### config.mk
export PLATFORM = sky130hd
export DESIGN_NAME = paging_frame_allocator
export DESIGN_NICKNAME = d
export VERILOG_FILES = /design/src/rtl/pfa_pkg.sv /design/src/rtl/pfa_div.sv /design/src/rtl/paging_frame_allocator.sv
export VERILOG_INCLUDE_DIRS = /design/src /design/src/rtl
export SDC_FILE = /design/constraint.sdc
export NUM_CORES = 2
export LEC_CHECK = 0
export ABC_CLOCK_PERIOD_IN_PS = 6900
export BUFFER_PORTS_ARGS = -buffer_cell sky130_fd_sc_hd__buf_2
export CELL_PAD_IN_SITES_DETAIL_PLACEMENT = 0
export CELL_PAD_IN_SITES_GLOBAL_PLACEMENT = 2
export CORE_ASPECT_RATIO = 0.6
export CORE_MARGIN = 4
export CORE_UTILIZATION = 52
export CTS_BUF_LIST = sky130_fd_sc_hd__clkbuf_4
export DETAILED_ROUTE_END_ITERATION = 10
export PLACE_DENSITY = 0.83
export SETUP_SLACK_MARGIN = 0.5
export SYNTH_ARGS = -nofsm -noshare
export SYNTH_HDL_FRONTEND = slang
export SYNTH_SLANG_ARGS = --single-unit
### constraint.sdc
create_clock -name clk -period 6.9 [get_ports clk]
set_input_delay 1.38 -clock clk [delete_from_list [all_inputs] [get_ports clk]]
set_output_delay 1.38 -clock clk [all_outputs]
set_load 0.01 [all_outputs]
### src/rtl/paging_frame_allocator_macros.svh
// Assertion helpers used by the allocator RTL
`ifndef PAGING_FRAME_ALLOCATOR_MACROS_SVH
`define PAGING_FRAME_ALLOCATOR_MACROS_SVH

// Property checked on every clock edge outside reset
`define PFA_ASSERT(label, prop, msg) \
	label: assert property (@(posedge clk) disable iff (!arst_n) (prop)) else $error(msg);

// Consequent required in the cycle after the antecedent
`define PFA_ASSERT_NEXT(label, ante, cons, msg) \
	label: assert property (@(posedge clk) disable iff (!arst_n) (ante) |=> (cons)) \
		else $error(msg);

`endif

### src/rtl/pfa_pkg.sv
`default_nettype none

package pfa_pkg;

	localparam int DATA_W    = 24;
	localparam int OWNER_W   = 16;
	localparam int STATUS_W  = 3;
	localparam int CFG_IDX_W = 2;
	localparam int ID_MAX_W  = 32;

	localparam int DEF_TABLE_DEPTH = 64;
	localparam int DEF_ID_WIDTH    = 16;

	localparam int RST_MEM_BYTES_I   = 65536;
	localparam int RST_FRAME_BYTES_I = 4096;

	localparam logic [DATA_W-1:0] RST_MEM_BYTES   = DATA_W'(RST_MEM_BYTES_I);
	localparam logic [DATA_W-1:0] RST_FRAME_BYTES = DATA_W'(RST_FRAME_BYTES_I);
	localparam logic [DATA_W-1:0] RST_FREE_FRAMES =
		DATA_W'(RST_MEM_BYTES_I / RST_FRAME_BYTES_I);

	localparam logic [CFG_IDX_W-1:0] REG_MEM_BYTES   = CFG_IDX_W'(0);
	localparam logic [CFG_IDX_W-1:0] REG_FRAME_BYTES = CFG_IDX_W'(1);

	localparam logic REQ_ALLOC = 1'b0;
	localparam logic REQ_FREE  = 1'b1;

	localparam logic [STATUS_W-1:0] ST_OK          = STATUS_W'(0);
	localparam logic [STATUS_W-1:0] ST_MEM_FULL    = STATUS_W'(1);
	localparam logic [STATUS_W-1:0] ST_INSUFF      = STATUS_W'(2);
	localparam logic [STATUS_W-1:0] ST_NOT_FOUND   = STATUS_W'(3);
	localparam logic [STATUS_W-1:0] ST_TABLE_FULL  = STATUS_W'(4);

	typedef struct packed {
		logic                done;
		logic [DATA_W-1:0]   quo;
		logic [DATA_W-1:0]   rem;
	} div_res_t;

endpackage

`default_nettype wire

### src/rtl/pfa_div.sv
`default_nettype none

// Restoring divider, one quotient bit per cycle; a new start aborts any division in flight
module pfa_div (
	input  wire logic                       clk,
	input  wire logic                       arst_n,
	input  wire logic                       start,
	input  wire logic [pfa_pkg::DATA_W-1:0] dividend,
	input  wire logic [pfa_pkg::DATA_W-1:0] divisor,
	output pfa_pkg::div_res_t               res
);

	localparam int W     = pfa_pkg::DATA_W;
	localparam int CNT_W = $clog2(W + 1);
	localparam logic [CNT_W-1:0] LAST_STEP = CNT_W'(W - 1);

	logic             busy_q;
	logic             done_q;
	logic [CNT_W-1:0] cnt_q;
	logic [W-1:0]     rem_q;
	logic [W-1:0]     quo_q;
	logic [W-1:0]     dsr_q;

	logic [W:0]       trial;
	logic [W+1:0]     diff;
	logic             ge;

	always_comb begin
		trial = {rem_q, quo_q[W-1]};
		diff  = {1'b0, trial} - {2'b00, dsr_q};
		ge    = !diff[W+1];
	end

	always_ff @(posedge clk or negedge arst_n) begin
		if (!arst_n) begin
			busy_q <= 1'b0;
			done_q <= 1'b0;
			cnt_q  <= '0;
		end else begin
			done_q <= busy_q && !start && cnt_q == LAST_STEP;
			if (start) begin
				busy_q <= 1'b1;
				cnt_q  <= '0;
			end else if (busy_q) begin
				cnt_q <= cnt_q + CNT_W'(1);
				if (cnt_q == LAST_STEP) begin
					busy_q <= 1'b0;
				end
			end
		end
	end

	always_ff @(posedge clk) begin
		if (start) begin
			rem_q <= '0;
			quo_q <= dividend;
			dsr_q <= divisor;
		end else if (busy_q) begin
			rem_q <= ge ? diff[W-1:0] : trial[W-1:0];
			quo_q <= {quo_q[W-2:0], ge};
		end
	end

	assign res.done = done_q;
	assign res.quo  = quo_q;
	assign res.rem  = rem_q;

endmodule

`default_nettype wire

### src/rtl/paging_frame_allocator.sv
// Allocate: the result follows the divide and the decision, or the divide is skipped
// when no frame is free or the frame size is zero.
// Free: entries are scanned from entry 0 up to a hit or the last entry (one entry read a cycle).
// One request at a time; a new request is taken once the previous one has reached the output.
// Reset loads the register defaults and an empty table at once; a write to a known register empties
// the table and blocks requests while the free count is recomputed by the divider.
`default_nettype none

`include "paging_frame_allocator_macros.svh"

module paging_frame_allocator #(
	parameter int TABLE_DEPTH = pfa_pkg::DEF_TABLE_DEPTH,
	parameter int ID_WIDTH    = pfa_pkg::DEF_ID_WIDTH
) (
	input  wire logic                          clk,
	input  wire logic                          arst_n,

	input  wire logic                          in_valid,
	output logic                               in_stall,
	input  wire logic                          req_type,
	input  wire logic [pfa_pkg::OWNER_W-1:0]   owner_id,
	input  wire logic [pfa_pkg::DATA_W-1:0]    req_bytes,

	output logic                               out_valid,
	input  wire logic                          out_stall,
	output logic [pfa_pkg::STATUS_W-1:0]       status,
	output logic [pfa_pkg::DATA_W-1:0]         frames_changed,
	output logic [pfa_pkg::DATA_W-1:0]         frames_free,

	input  wire logic                          cfg_valid,
	output logic                               cfg_ready,
	input  wire logic [pfa_pkg::CFG_IDX_W-1:0] cfg_index,
	input  wire logic [pfa_pkg::DATA_W-1:0]    cfg_data
);

	localparam int DW    = pfa_pkg::DATA_W;
	localparam int IDX_W = $clog2(TABLE_DEPTH);
	localparam int CNT_W = $clog2(TABLE_DEPTH + 1);
	localparam int ENT_W = ID_WIDTH + DW;
	localparam logic [CNT_W-1:0] DEPTH_CNT = CNT_W'(TABLE_DEPTH);

	localparam logic [2:0] S_IDLE   = 3'd0;
	localparam logic [2:0] S_RELOAD = 3'd1;
	localparam logic [2:0] S_DIV    = 3'd2;
	localparam logic [2:0] S_SCAN   = 3'd3;
	localparam logic [2:0] S_FIN    = 3'd4;

	logic [2:0]                      state_q;
	logic [DW-1:0]                   mem_bytes_q;
	logic [DW-1:0]                   frame_bytes_q;
	logic [DW-1:0]                   free_q;
	logic [CNT_W-1:0]                count_q;
	logic [ID_WIDTH-1:0]             key_q;
	logic [CNT_W-1:0]                scan_addr_q;
	logic                            rl_start_q;
	logic [pfa_pkg::STATUS_W-1:0]    res_status_q;
	logic [DW-1:0]                   res_changed_q;
	logic                            out_valid_q;
	logic [pfa_pkg::STATUS_W-1:0]    out_status_q;
	logic [DW-1:0]                   out_changed_q;
	logic [DW-1:0]                   out_free_q;

	logic                            rd_vld_s1;
	logic [IDX_W-1:0]                rd_idx_s1;
	logic [ENT_W-1:0]                rd_data_s1;

	logic [ENT_W-1:0]                entry_mem [TABLE_DEPTH];

	logic [pfa_pkg::ID_MAX_W-1:0]    id_ext;
	logic [ID_WIDTH-1:0]             key;
	logic                            in_accept;
	logic                            cfg_wr;
	logic                            cfg_known;
	logic                            slot_free;
	logic                            out_load;
	logic                            div_start;
	logic [DW-1:0]                   div_dividend;
	pfa_pkg::div_res_t               div_res;
	logic [DW-1:0]                   need;
	logic [ID_WIDTH-1:0]             rd_owner;
	logic [DW-1:0]                   rd_frames;
	logic                            hit;
	logic                            last;
	logic                            alloc_ok;
	logic                            mem_re;
	logic [IDX_W-1:0]                mem_raddr;
	logic                            mem_we;
	logic [IDX_W-1:0]                mem_waddr;
	logic [ENT_W-1:0]                mem_wdata;

	assign id_ext    = pfa_pkg::ID_MAX_W'(owner_id);
	assign key       = id_ext[ID_WIDTH-1:0];
	assign in_stall  = (state_q != S_IDLE);
	assign in_accept = in_valid && !in_stall;
	assign cfg_ready = 1'b1;
	assign cfg_wr    = cfg_valid && cfg_ready;
	assign cfg_known = cfg_index inside {pfa_pkg::REG_MEM_BYTES, pfa_pkg::REG_FRAME_BYTES};
	assign slot_free = !out_valid_q || !out_stall;
	assign out_load  = !cfg_wr && state_q == S_FIN && slot_free;

	// An allocate divides only when the quick memory-full check passes; a reload also divides
	assign div_start = rl_start_q || (in_accept && req_type == pfa_pkg::REQ_ALLOC &&
		free_q != '0 && frame_bytes_q != '0);
	assign div_dividend = (state_q == S_RELOAD) ? mem_bytes_q : req_bytes;

	pfa_div u_div (
		.clk      (clk),
		.arst_n   (arst_n),
		.start    (div_start),
		.dividend (div_dividend),
		.divisor  (frame_bytes_q),
		.res      (div_res)
	);

	// Round up; a nonzero remainder implies a divisor of two or more, so no overflow
	assign need = div_res.quo + DW'(div_res.rem != '0);

	assign rd_owner  = rd_data_s1[ENT_W-1 -: ID_WIDTH];
	assign rd_frames = rd_data_s1[DW-1:0];
	assign hit  = rd_vld_s1 && rd_owner == key_q && rd_frames != '0;
	assign last = rd_vld_s1 && (CNT_W'(rd_idx_s1) + CNT_W'(1)) == count_q;
	assign alloc_ok = div_res.done && need <= free_q && count_q < DEPTH_CNT;

	assign mem_re    = (state_q == S_SCAN) && scan_addr_q < count_q;
	assign mem_raddr = scan_addr_q[IDX_W-1:0];

	always_comb begin
		mem_we    = 1'b0;
		mem_waddr = count_q[IDX_W-1:0];
		mem_wdata = {key_q, need};
		if (state_q == S_DIV && alloc_ok) begin
			mem_we = 1'b1;
		end else if (state_q == S_SCAN && hit) begin
			// mark dead: keep the owner, clear the frames
			mem_we    = 1'b1;
			mem_waddr = rd_idx_s1;
			mem_wdata = {rd_owner, DW'(0)};
		end
	end

	always_ff @(posedge clk) begin
		if (mem_we) begin
			entry_mem[mem_waddr] <= mem_wdata;
		end
		if (mem_re) begin
			rd_data_s1 <= entry_mem[mem_raddr];
		end
		rd_idx_s1 <= mem_raddr;
	end

	always_ff @(posedge clk or negedge arst_n) begin
		if (!arst_n) begin
			state_q       <= S_IDLE;
			mem_bytes_q   <= pfa_pkg::RST_MEM_BYTES;
			frame_bytes_q <= pfa_pkg::RST_FRAME_BYTES;
			free_q        <= pfa_pkg::RST_FREE_FRAMES;
			count_q       <= '0;
			key_q         <= '0;
			scan_addr_q   <= '0;
			rl_start_q    <= 1'b0;
			res_status_q  <= pfa_pkg::ST_OK;
			res_changed_q <= '0;
			out_valid_q   <= 1'b0;
			out_status_q  <= pfa_pkg::ST_OK;
			out_changed_q <= '0;
			out_free_q    <= '0;
			rd_vld_s1     <= 1'b0;
		end else begin
			rl_start_q <= cfg_wr && cfg_known;
			rd_vld_s1  <= mem_re;
			// hold the result until the output register is free
			if (out_load) begin
				out_valid_q   <= 1'b1;
				out_status_q  <= res_status_q;
				out_changed_q <= res_changed_q;
				out_free_q    <= free_q;
			end else if (out_valid_q && !out_stall) begin
				out_valid_q <= 1'b0;
			end
			if (cfg_wr) begin
				if (cfg_index == pfa_pkg::REG_MEM_BYTES) begin
					mem_bytes_q <= cfg_data;
				end
				if (cfg_index == pfa_pkg::REG_FRAME_BYTES) begin
					frame_bytes_q <= cfg_data;
				end
				if (cfg_known) begin
					count_q <= '0;
					state_q <= S_RELOAD;
				end
			end else begin
				case (state_q)
					S_IDLE: begin
						if (in_accept) begin
							key_q         <= key;
							res_changed_q <= '0;
							if (req_type == pfa_pkg::REQ_FREE) begin
								scan_addr_q <= '0;
								if (count_q == '0) begin
									res_status_q <= pfa_pkg::ST_NOT_FOUND;
									state_q      <= S_FIN;
								end else begin
									state_q <= S_SCAN;
								end
							end else if (free_q == '0 || frame_bytes_q == '0) begin
								res_status_q <= pfa_pkg::ST_MEM_FULL;
								state_q      <= S_FIN;
							end else begin
								state_q <= S_DIV;
							end
						end
					end
					S_RELOAD: begin
						if (div_res.done && !rl_start_q) begin
							free_q  <= (frame_bytes_q == '0) ? '0 : div_res.quo;
							state_q <= S_IDLE;
						end
					end
					S_DIV: begin
						if (div_res.done) begin
							state_q <= S_FIN;
							if (need > free_q) begin
								res_status_q <= pfa_pkg::ST_INSUFF;
							end else if (count_q >= DEPTH_CNT) begin
								res_status_q <= pfa_pkg::ST_TABLE_FULL;
							end else begin
								res_status_q  <= pfa_pkg::ST_OK;
								res_changed_q <= need;
								free_q        <= free_q - need;
								count_q       <= count_q + CNT_W'(1);
							end
						end
					end
					S_SCAN: begin
						if (mem_re) begin
							scan_addr_q <= scan_addr_q + CNT_W'(1);
						end
						if (hit) begin
							res_status_q  <= pfa_pkg::ST_OK;
							res_changed_q <= rd_frames;
							free_q        <= free_q + rd_frames;
							state_q       <= S_FIN;
						end else if (last) begin
							res_status_q <= pfa_pkg::ST_NOT_FOUND;
							state_q      <= S_FIN;
						end
					end
					S_FIN: begin
						if (slot_free) begin
							state_q <= S_IDLE;
						end
					end
					default: begin
						state_q <= S_IDLE;
					end
				endcase
			end
		end
	end

	assign out_valid      = out_valid_q;
	assign status         = out_status_q;
	assign frames_changed = out_changed_q;
	assign frames_free    = out_free_q;

	`PFA_ASSERT(a_count_bound, count_q <= DEPTH_CNT, "entry count beyond table depth")
	`PFA_ASSERT(a_err_no_frames, !(out_valid_q && out_status_q != pfa_pkg::ST_OK) || out_changed_q == '0, "error transaction reports frames")
	`PFA_ASSERT_NEXT(a_fin_delivers, state_q == S_FIN && slot_free && !cfg_valid, out_valid_q && state_q == S_IDLE, "finished request not presented")
	`PFA_ASSERT(a_scan_nonempty, state_q != S_SCAN || count_q != '0, "scan of an empty table")

endmodule

`default_nettype wire
After elaboration in Yosys (flattened, before gate mapping)
Memory sizes are Yosys's and may differ from the RTL's. A register that Yosys moved wholly into a read port is not among the register bits. Index checks and enable logic that the tools add are counted.

Word-level logic and storage cells: 185. Memory bits (writable): 2560. Memories kept: 1. Bits in registers: 271. Bits of input ports: 72.

Add/sub/neg operators: 8. Reductions and logical operators: 56. Equality and inequality tests: 27. Bitwise gates (word level): 2. Mux-type cells: 64. $lt $le $gt $ge: 5.

Memories: entry_mem (depth 64, bits a word 40, read ports 1, clocked after Yosys merged registers in 1, wr ports 1, RTL line paging_frame_allocator.sv:67) `logic [ENT_W-1:0] entry_mem [TABLE_DEPTH];`.

Operator list (count): 24-bit 2-to-1 mux (15); 24-bit one-hot mux with 3 select lines (2); 24-bit nonzero test (4); 40-bit 2-to-1 mux (2); 7-bit 2-to-1 mux (9); 3-bit 2-to-1 mux (20); 24-bit zero test (2); 25-bit by 24-bit subtractor with 26-bit output (1); 24-bit by 1-bit adder with 24-bit output (1); 24-bit adder (1); 24-bit > comparator (1); 24-bit <= comparator (1); 24-bit subtractor (1); 7-bit AND reduction (3); 1-bit logical AND (19); 16-bit == test (1); 2-bit inequality test, second input constant (8); 3-bit inequality test, second input constant (5); 3-bit one-hot mux with 5 select lines (1); 7-bit by 1-bit adder with 7-bit output, second input constant (2); 7-bit one-hot mux with 2 select lines (1); 6-bit 2-to-1 mux (2); 2-bit nonzero test (6); 5-bit 2-to-1 mux (2); other kinds (27) (52).

Logic depth before layout (Yosys ltp)
Depth in word-level cells: 10. Depth in mapped cells: 23. Depth with buffers taken out: 20.

Modules after synthesis
A second synthesis with hierarchy kept.

Cells, all modules: 5431. Area total of the unflattened synthesis: 114806.4 µm².

By module, submodules not included: paging_frame_allocator (instances 1, area an instance 110425.9 µm², sequential area each 82853.2 µm², cells each 5009); pfa_div (instances 1, area an instance 4380.5 µm², sequential area each 2097.0 µm², cells each 422).

Worst setup path before layout
No wires, ideal clock.

Kind: register to register. Start: register u_div.rem_q[23]. End: memory entry_mem[45][0] (netlist bit), enable pin. Data required time: 6.462 ns. Setup time: 0.438 ns. Cell stages (with the launch flop): 24. Setup slack: 0.520 ns. Buffers on the path: 3. Period minus slack after synthesis: 6.380 ns. Arrival: 5.942 ns. Cell sequence: dfxtp_1 > nor4_1 > and4_1 > nand3_1 > ha_1 > ha_1 > nand3_1 > nor2_1 > nand4_1 > nor2_1 > xnor2_1 > ha_1 > buf_2 > and3_1 > and3_1 > or4b_1 > a211o_1 > and2_1 > buf_6 > a211o_1 > o21ai_1 > a21bo_1 > buf_6 > nor2_1.

Cells in the longest elaborated chain, start to end: 9. Elaborated cells on any way between the ends: 10. Those cells by class: add/sub: 1; order compare: 1; mux: 4; reduce/logical: 4.

RTL lines: start, declared (RTL line pfa_div.sv:20) `logic [W-1:0] rem_q;`; start signal, assigned (RTL line pfa_div.sv:59) `rem_q <= ge ? diff[W-1:0] : trial[W-1:0];`; 24-bit nonzero test (*) (RTL line paging_frame_allocator.sv:116) `assign need = div_res.quo + DW'(div_res.rem != '0);`; 24-bit by 1-bit adder with 24-bit output (*) (RTL line paging_frame_allocator.sv:116); 24-bit <= comparator (*) (RTL line paging_frame_allocator.sv:122) `assign alloc_ok = div_res.done && need <= free_q && count_q < DEPTH_CNT;`; 1-bit logical AND (*) (2 in series) (RTL line paging_frame_allocator.sv:122); 1-bit logical AND (*) (RTL line paging_frame_allocator.sv:131) `if (state_q == S_DIV && alloc_ok) begin`; 1-bit 2-to-1 mux (RTL line paging_frame_allocator.sv:131); 1-bit 2-to-1 mux (RTL line paging_frame_allocator.sv:142) `if (mem_we) begin`; 1-bit 2-to-1 mux (not written as such) (RTL line paging_frame_allocator.sv:143) `entry_mem[mem_waddr] <= mem_wdata;`; end, declared (RTL line paging_frame_allocator.sv:67).

Every way passes the cells marked *; elsewhere a longest branch is shown, timed or not.

Final worst setup path
Start: register u_div.rem_q[18]. End: memory entry_mem[30][22] (netlist bit), enable pin.

Same word-level chain as after synthesis.

==> results.sh <==
export IMPL_status="finished clean"
export IMPL_ios=126
export IMPL_power_w=0.0489
export IMPL_hold_viol_final=0
export IMPL_seqPwrFrac=0.476
export IMPL_die_w_um=614
export IMPL_wl_per_cell_um=33.5
export IMPL_tritoncts="built"
export IMPL_setup_violations=0
export IMPL_end_kind="register"
export IMPL_power_density_nw_per_um2=377
export IMPL_synthesis_nets=5600
export IMPL_final_min_clock_period_ns=6.22
export IMPL_grt_max_degree=133
export IMPL_leakage_nw=41.6
export IMPL_cp_num_buf_inv=2
export IMPL_layout_drive_gt1_share=0.371
export IMPL_cpMaxStageDelayCell="or4b_1"
export IMPL_ys_async_sr_fraction=0.0672
export IMPL_grt_pass1_wl_um=452000
export IMPL_firstDrtPassIters=6
export IMPL_dp_final_hpwl_um=206000
export IMPL_fp_row_count=133
export IMPL_root_buffer="clkbuf_4"
export IMPL_power_internal_w=0.0329
export IMPL_crit_family="simple AND/OR/NAND/NOR gates"
export IMPL_vias=61000
export IMPL_largest_reg_flops=2560
export IMPL_die_area_um2=228000
export IMPL_clock_sinks=2871
export IMPL_max_cap_viol_count=0
export IMPL_clk_path_buf_depth=4
export IMPL_viasPerCell=6.39
export IMPL_cts_buffers=648
export IMPL_yosysUniqueCellTypes=82
export IMPL_cp_arrival_ns=7.10
export IMPL_grt_pass1_vias=58900
export IMPL_path_cells="nor4_2, and4_1, nand3_1, ha_2, ha_2, nand3_2, nor2_4, nand4_1, nor2_1, xnor2_2, ha_1, and3_1, nand3_1, or4b_1, a211o_1, and2_1, a211o_1, nor3_1, o21ai_1, buf_4, nor2_4, buf_12"
export IMPL_crit_type="register to register"
export IMPL_p_sw_w=0.0160
export IMPL_grt_usage=0.282
export IMPL_synth_seq_cells=2871
export IMPL_skew_ns=0.106
export IMPL_synth_edff_count=2648
export IMPL_holdCritPathClass="primary input to async pin"
export IMPL_clk_pin_slew_worst_paths_ns=0.08
export IMPL_grt_ovfl_total=0
export IMPL_coreArea_um2=219000
export IMPL_portBuffers=124
export IMPL_antenna_found_initial=44
export IMPL_synthFlopType="edfxtp_1"
export IMPL_start_util=0.523
export IMPL_fp_dieH_um=372
export IMPL_syn_inst=5441
export IMPL_cp_start_kind="register"
export IMPL_fin_crit_sh=0.902
export IMPL_peakVddDrop_mv=0.540
export IMPL_largestRegisters="entry_mem: 2560 flops, rd_data_s1: 40 flops"
export IMPL_yosysWarnings=0
export IMPL_cpPeakStageDelay_ns=0.50
export IMPL_drt_initial_drc_count=10100
export IMPL_final_setup_tns_ns=0
export IMPL_combPwrFrac=0.254
export IMPL_syn_area_um2=115000
export IMPL_rsz0062_at_grt="no"
export IMPL_clock_latency_ns=1.29
export IMPL_syn_area_per_cell_um2=21.1
export IMPL_gp_congestion=0.902
export IMPL_ys_seq_area_frac=0.741
export IMPL_nets=6308
export IMPL_worst_pin_slew_ns=1.27
export IMPL_wl_um=320000
export IMPL_whs_ns=0.164
export IMPL_maxSlewViolCount=0
export IMPL_cts_max_level=6
export IMPL_relSlewSlack=0.156
export IMPL_syn_to_final_growth_pct=13.2
export IMPL_hold_buffers=0
export IMPL_clockPowerShare=0.270
export IMPL_path_max_fanout=25
export IMPL_max_freq_ghz=0.161
export IMPL_ant_nets=0
export IMPL_switching_share=0.328
export IMPL_worstPathRequired_ns=7.78
export IMPL_drc=0
export IMPL_largest_register="entry_mem"
[layer usage]
| metal | wire [um] | GRT usage |
|---|---|---|
| met1 | 134000 | 0.454 |
| met2 | 131000 | 0.363 |
| met3 | 49500 | 0.109 |
| met4 | 5670 | 0.0622 |
| met5 | 476 | 0 |
[timing repair]
| item | CTS | global route |
|---|---|---|
| setup buffers | 0 | 1 |
| gates resized for setup | 5 | 12 |
| setup endpoints to repair | 1781 | 2577 |
| pin swaps | 0 | 1 |
[placed cells by master, fill, tap and decap left out, drive strengths merged, types with 50 or more instances in the layout]
cell,Yosys,routed
o21ai,89,89
nand2,115,115
a21oi,137,137
xnor2,53,53
edfxtp,2648,2648
clkbuf,232,939
mux2,119,119
xor2,50,50
buf,64,354
clkinv,1,154
nor2,253,253
dfrtp,190,190
inv,62,82
mux4,840,840
ha,84,84
[area by class of cell]
class | instances | area [um^2]
antenna | 20 | 50.0
clock buffer | 939 | 7050
clock inverter | 190 | 992
fill | 15700 | 89400
inverter | 63 | 236
multi-input combinational | 2211 | 29100
sequential | 2871 | 85000
tap | 2902 | 3630
timing repair buffer | 354 | 3690
[logic make-up after synthesis]
kind of cell | synth area share
buffers and inverters | 0.0121
other | 0.0000327
adders and majority gates | 0.00970
and+or+nand+nor | 0.0237
muxes | 0.181
DFF | 0.741
AOI/OAI and AO/OA | 0.0243
xor gates and xnor gates | 0.00787
[synth_stat cells (12+ instances only)]
cell type | instances | area share
o31ai_1 | 22 | 0.0014
inv_1 | 62 | 0.0020
dfxtp_1 | 30 | 0.0052
a211oi_1 | 31 | 0.0020
a31oi_1 | 15 | 0.00082
xor2_1 | 50 | 0.0038
edfxtp_1 | 2648 | 0.69
ha_1 | 84 | 0.0092
and3_1 | 19 | 0.0010
dfrtp_1 | 190 | 0.041
mux4_2 | 840 | 0.17
nor3_1 | 31 | 0.0014
nand2_1 | 115 | 0.0038
nor2b_1 | 13 | 0.00071
xnor2_1 | 53 | 0.0041
a21o_1 | 38 | 0.0025
nand2b_1 | 15 | 0.00082
nand3_1 | 33 | 0.0014
buf_1 | 52 | 0.0017
o21ai_0 | 78 | 0.0034
nand4_1 | 18 | 0.00098
clkbuf_1 | 232 | 0.0076
mux2_2 | 119 | 0.012
nor4_1 | 31 | 0.0017
o21a_1 | 12 | 0.00079
a21oi_1 | 137 | 0.0060
nor2_1 | 253 | 0.0083
mux2i_1 | 48 | 0.0042
[per-stage QoR]
step	setup slack [ns]	cells	area, um^2	utilization
after floorplan	0.520	5441	115000	-
after global placement	0.411	8400	122000	0.555
after detailed placement	0.341	8400	122000	0.555
after CTS	0.495	9529	130000	0.591
after global routing	0.519	9534	130000	0.592
final	0.679	9550	130000	0.592
[path summary, 6_finish.rpt]
path | from | end | cells after the start | slack (ns)
min in group clk | owner_id[7] | key_q[7] | 2 | 0.36
min | arst_n | key_q[9] | 1 | 0.16
max | u_div.rem_q[18] | entry_mem[30][22] | 22 | 0.68
max in group asynchronous | arst_n | frames_changed[20] | 2 | 5.49
min reg2reg | frame_bytes_q[3] | u_div.dsr_q[3] | 0 | 0.47
max reg2reg | u_div.rem_q[18] | entry_mem[30][22] | 22 | 0.68
[power groups by stage]
stage	logic, W	clock network (W)	registers, W
floorplan	0.00730	0	0.0231
global placement	0.0121	0	0.0236
detailed placement	0.0123	0	0.0236
CTS	0.0123	0.0134	0.0232
global route	0.0131	0.0144	0.0233
finish	0.0124	0.0132	0.0233
No activity file was read; power rests on OpenSTA's default activity.
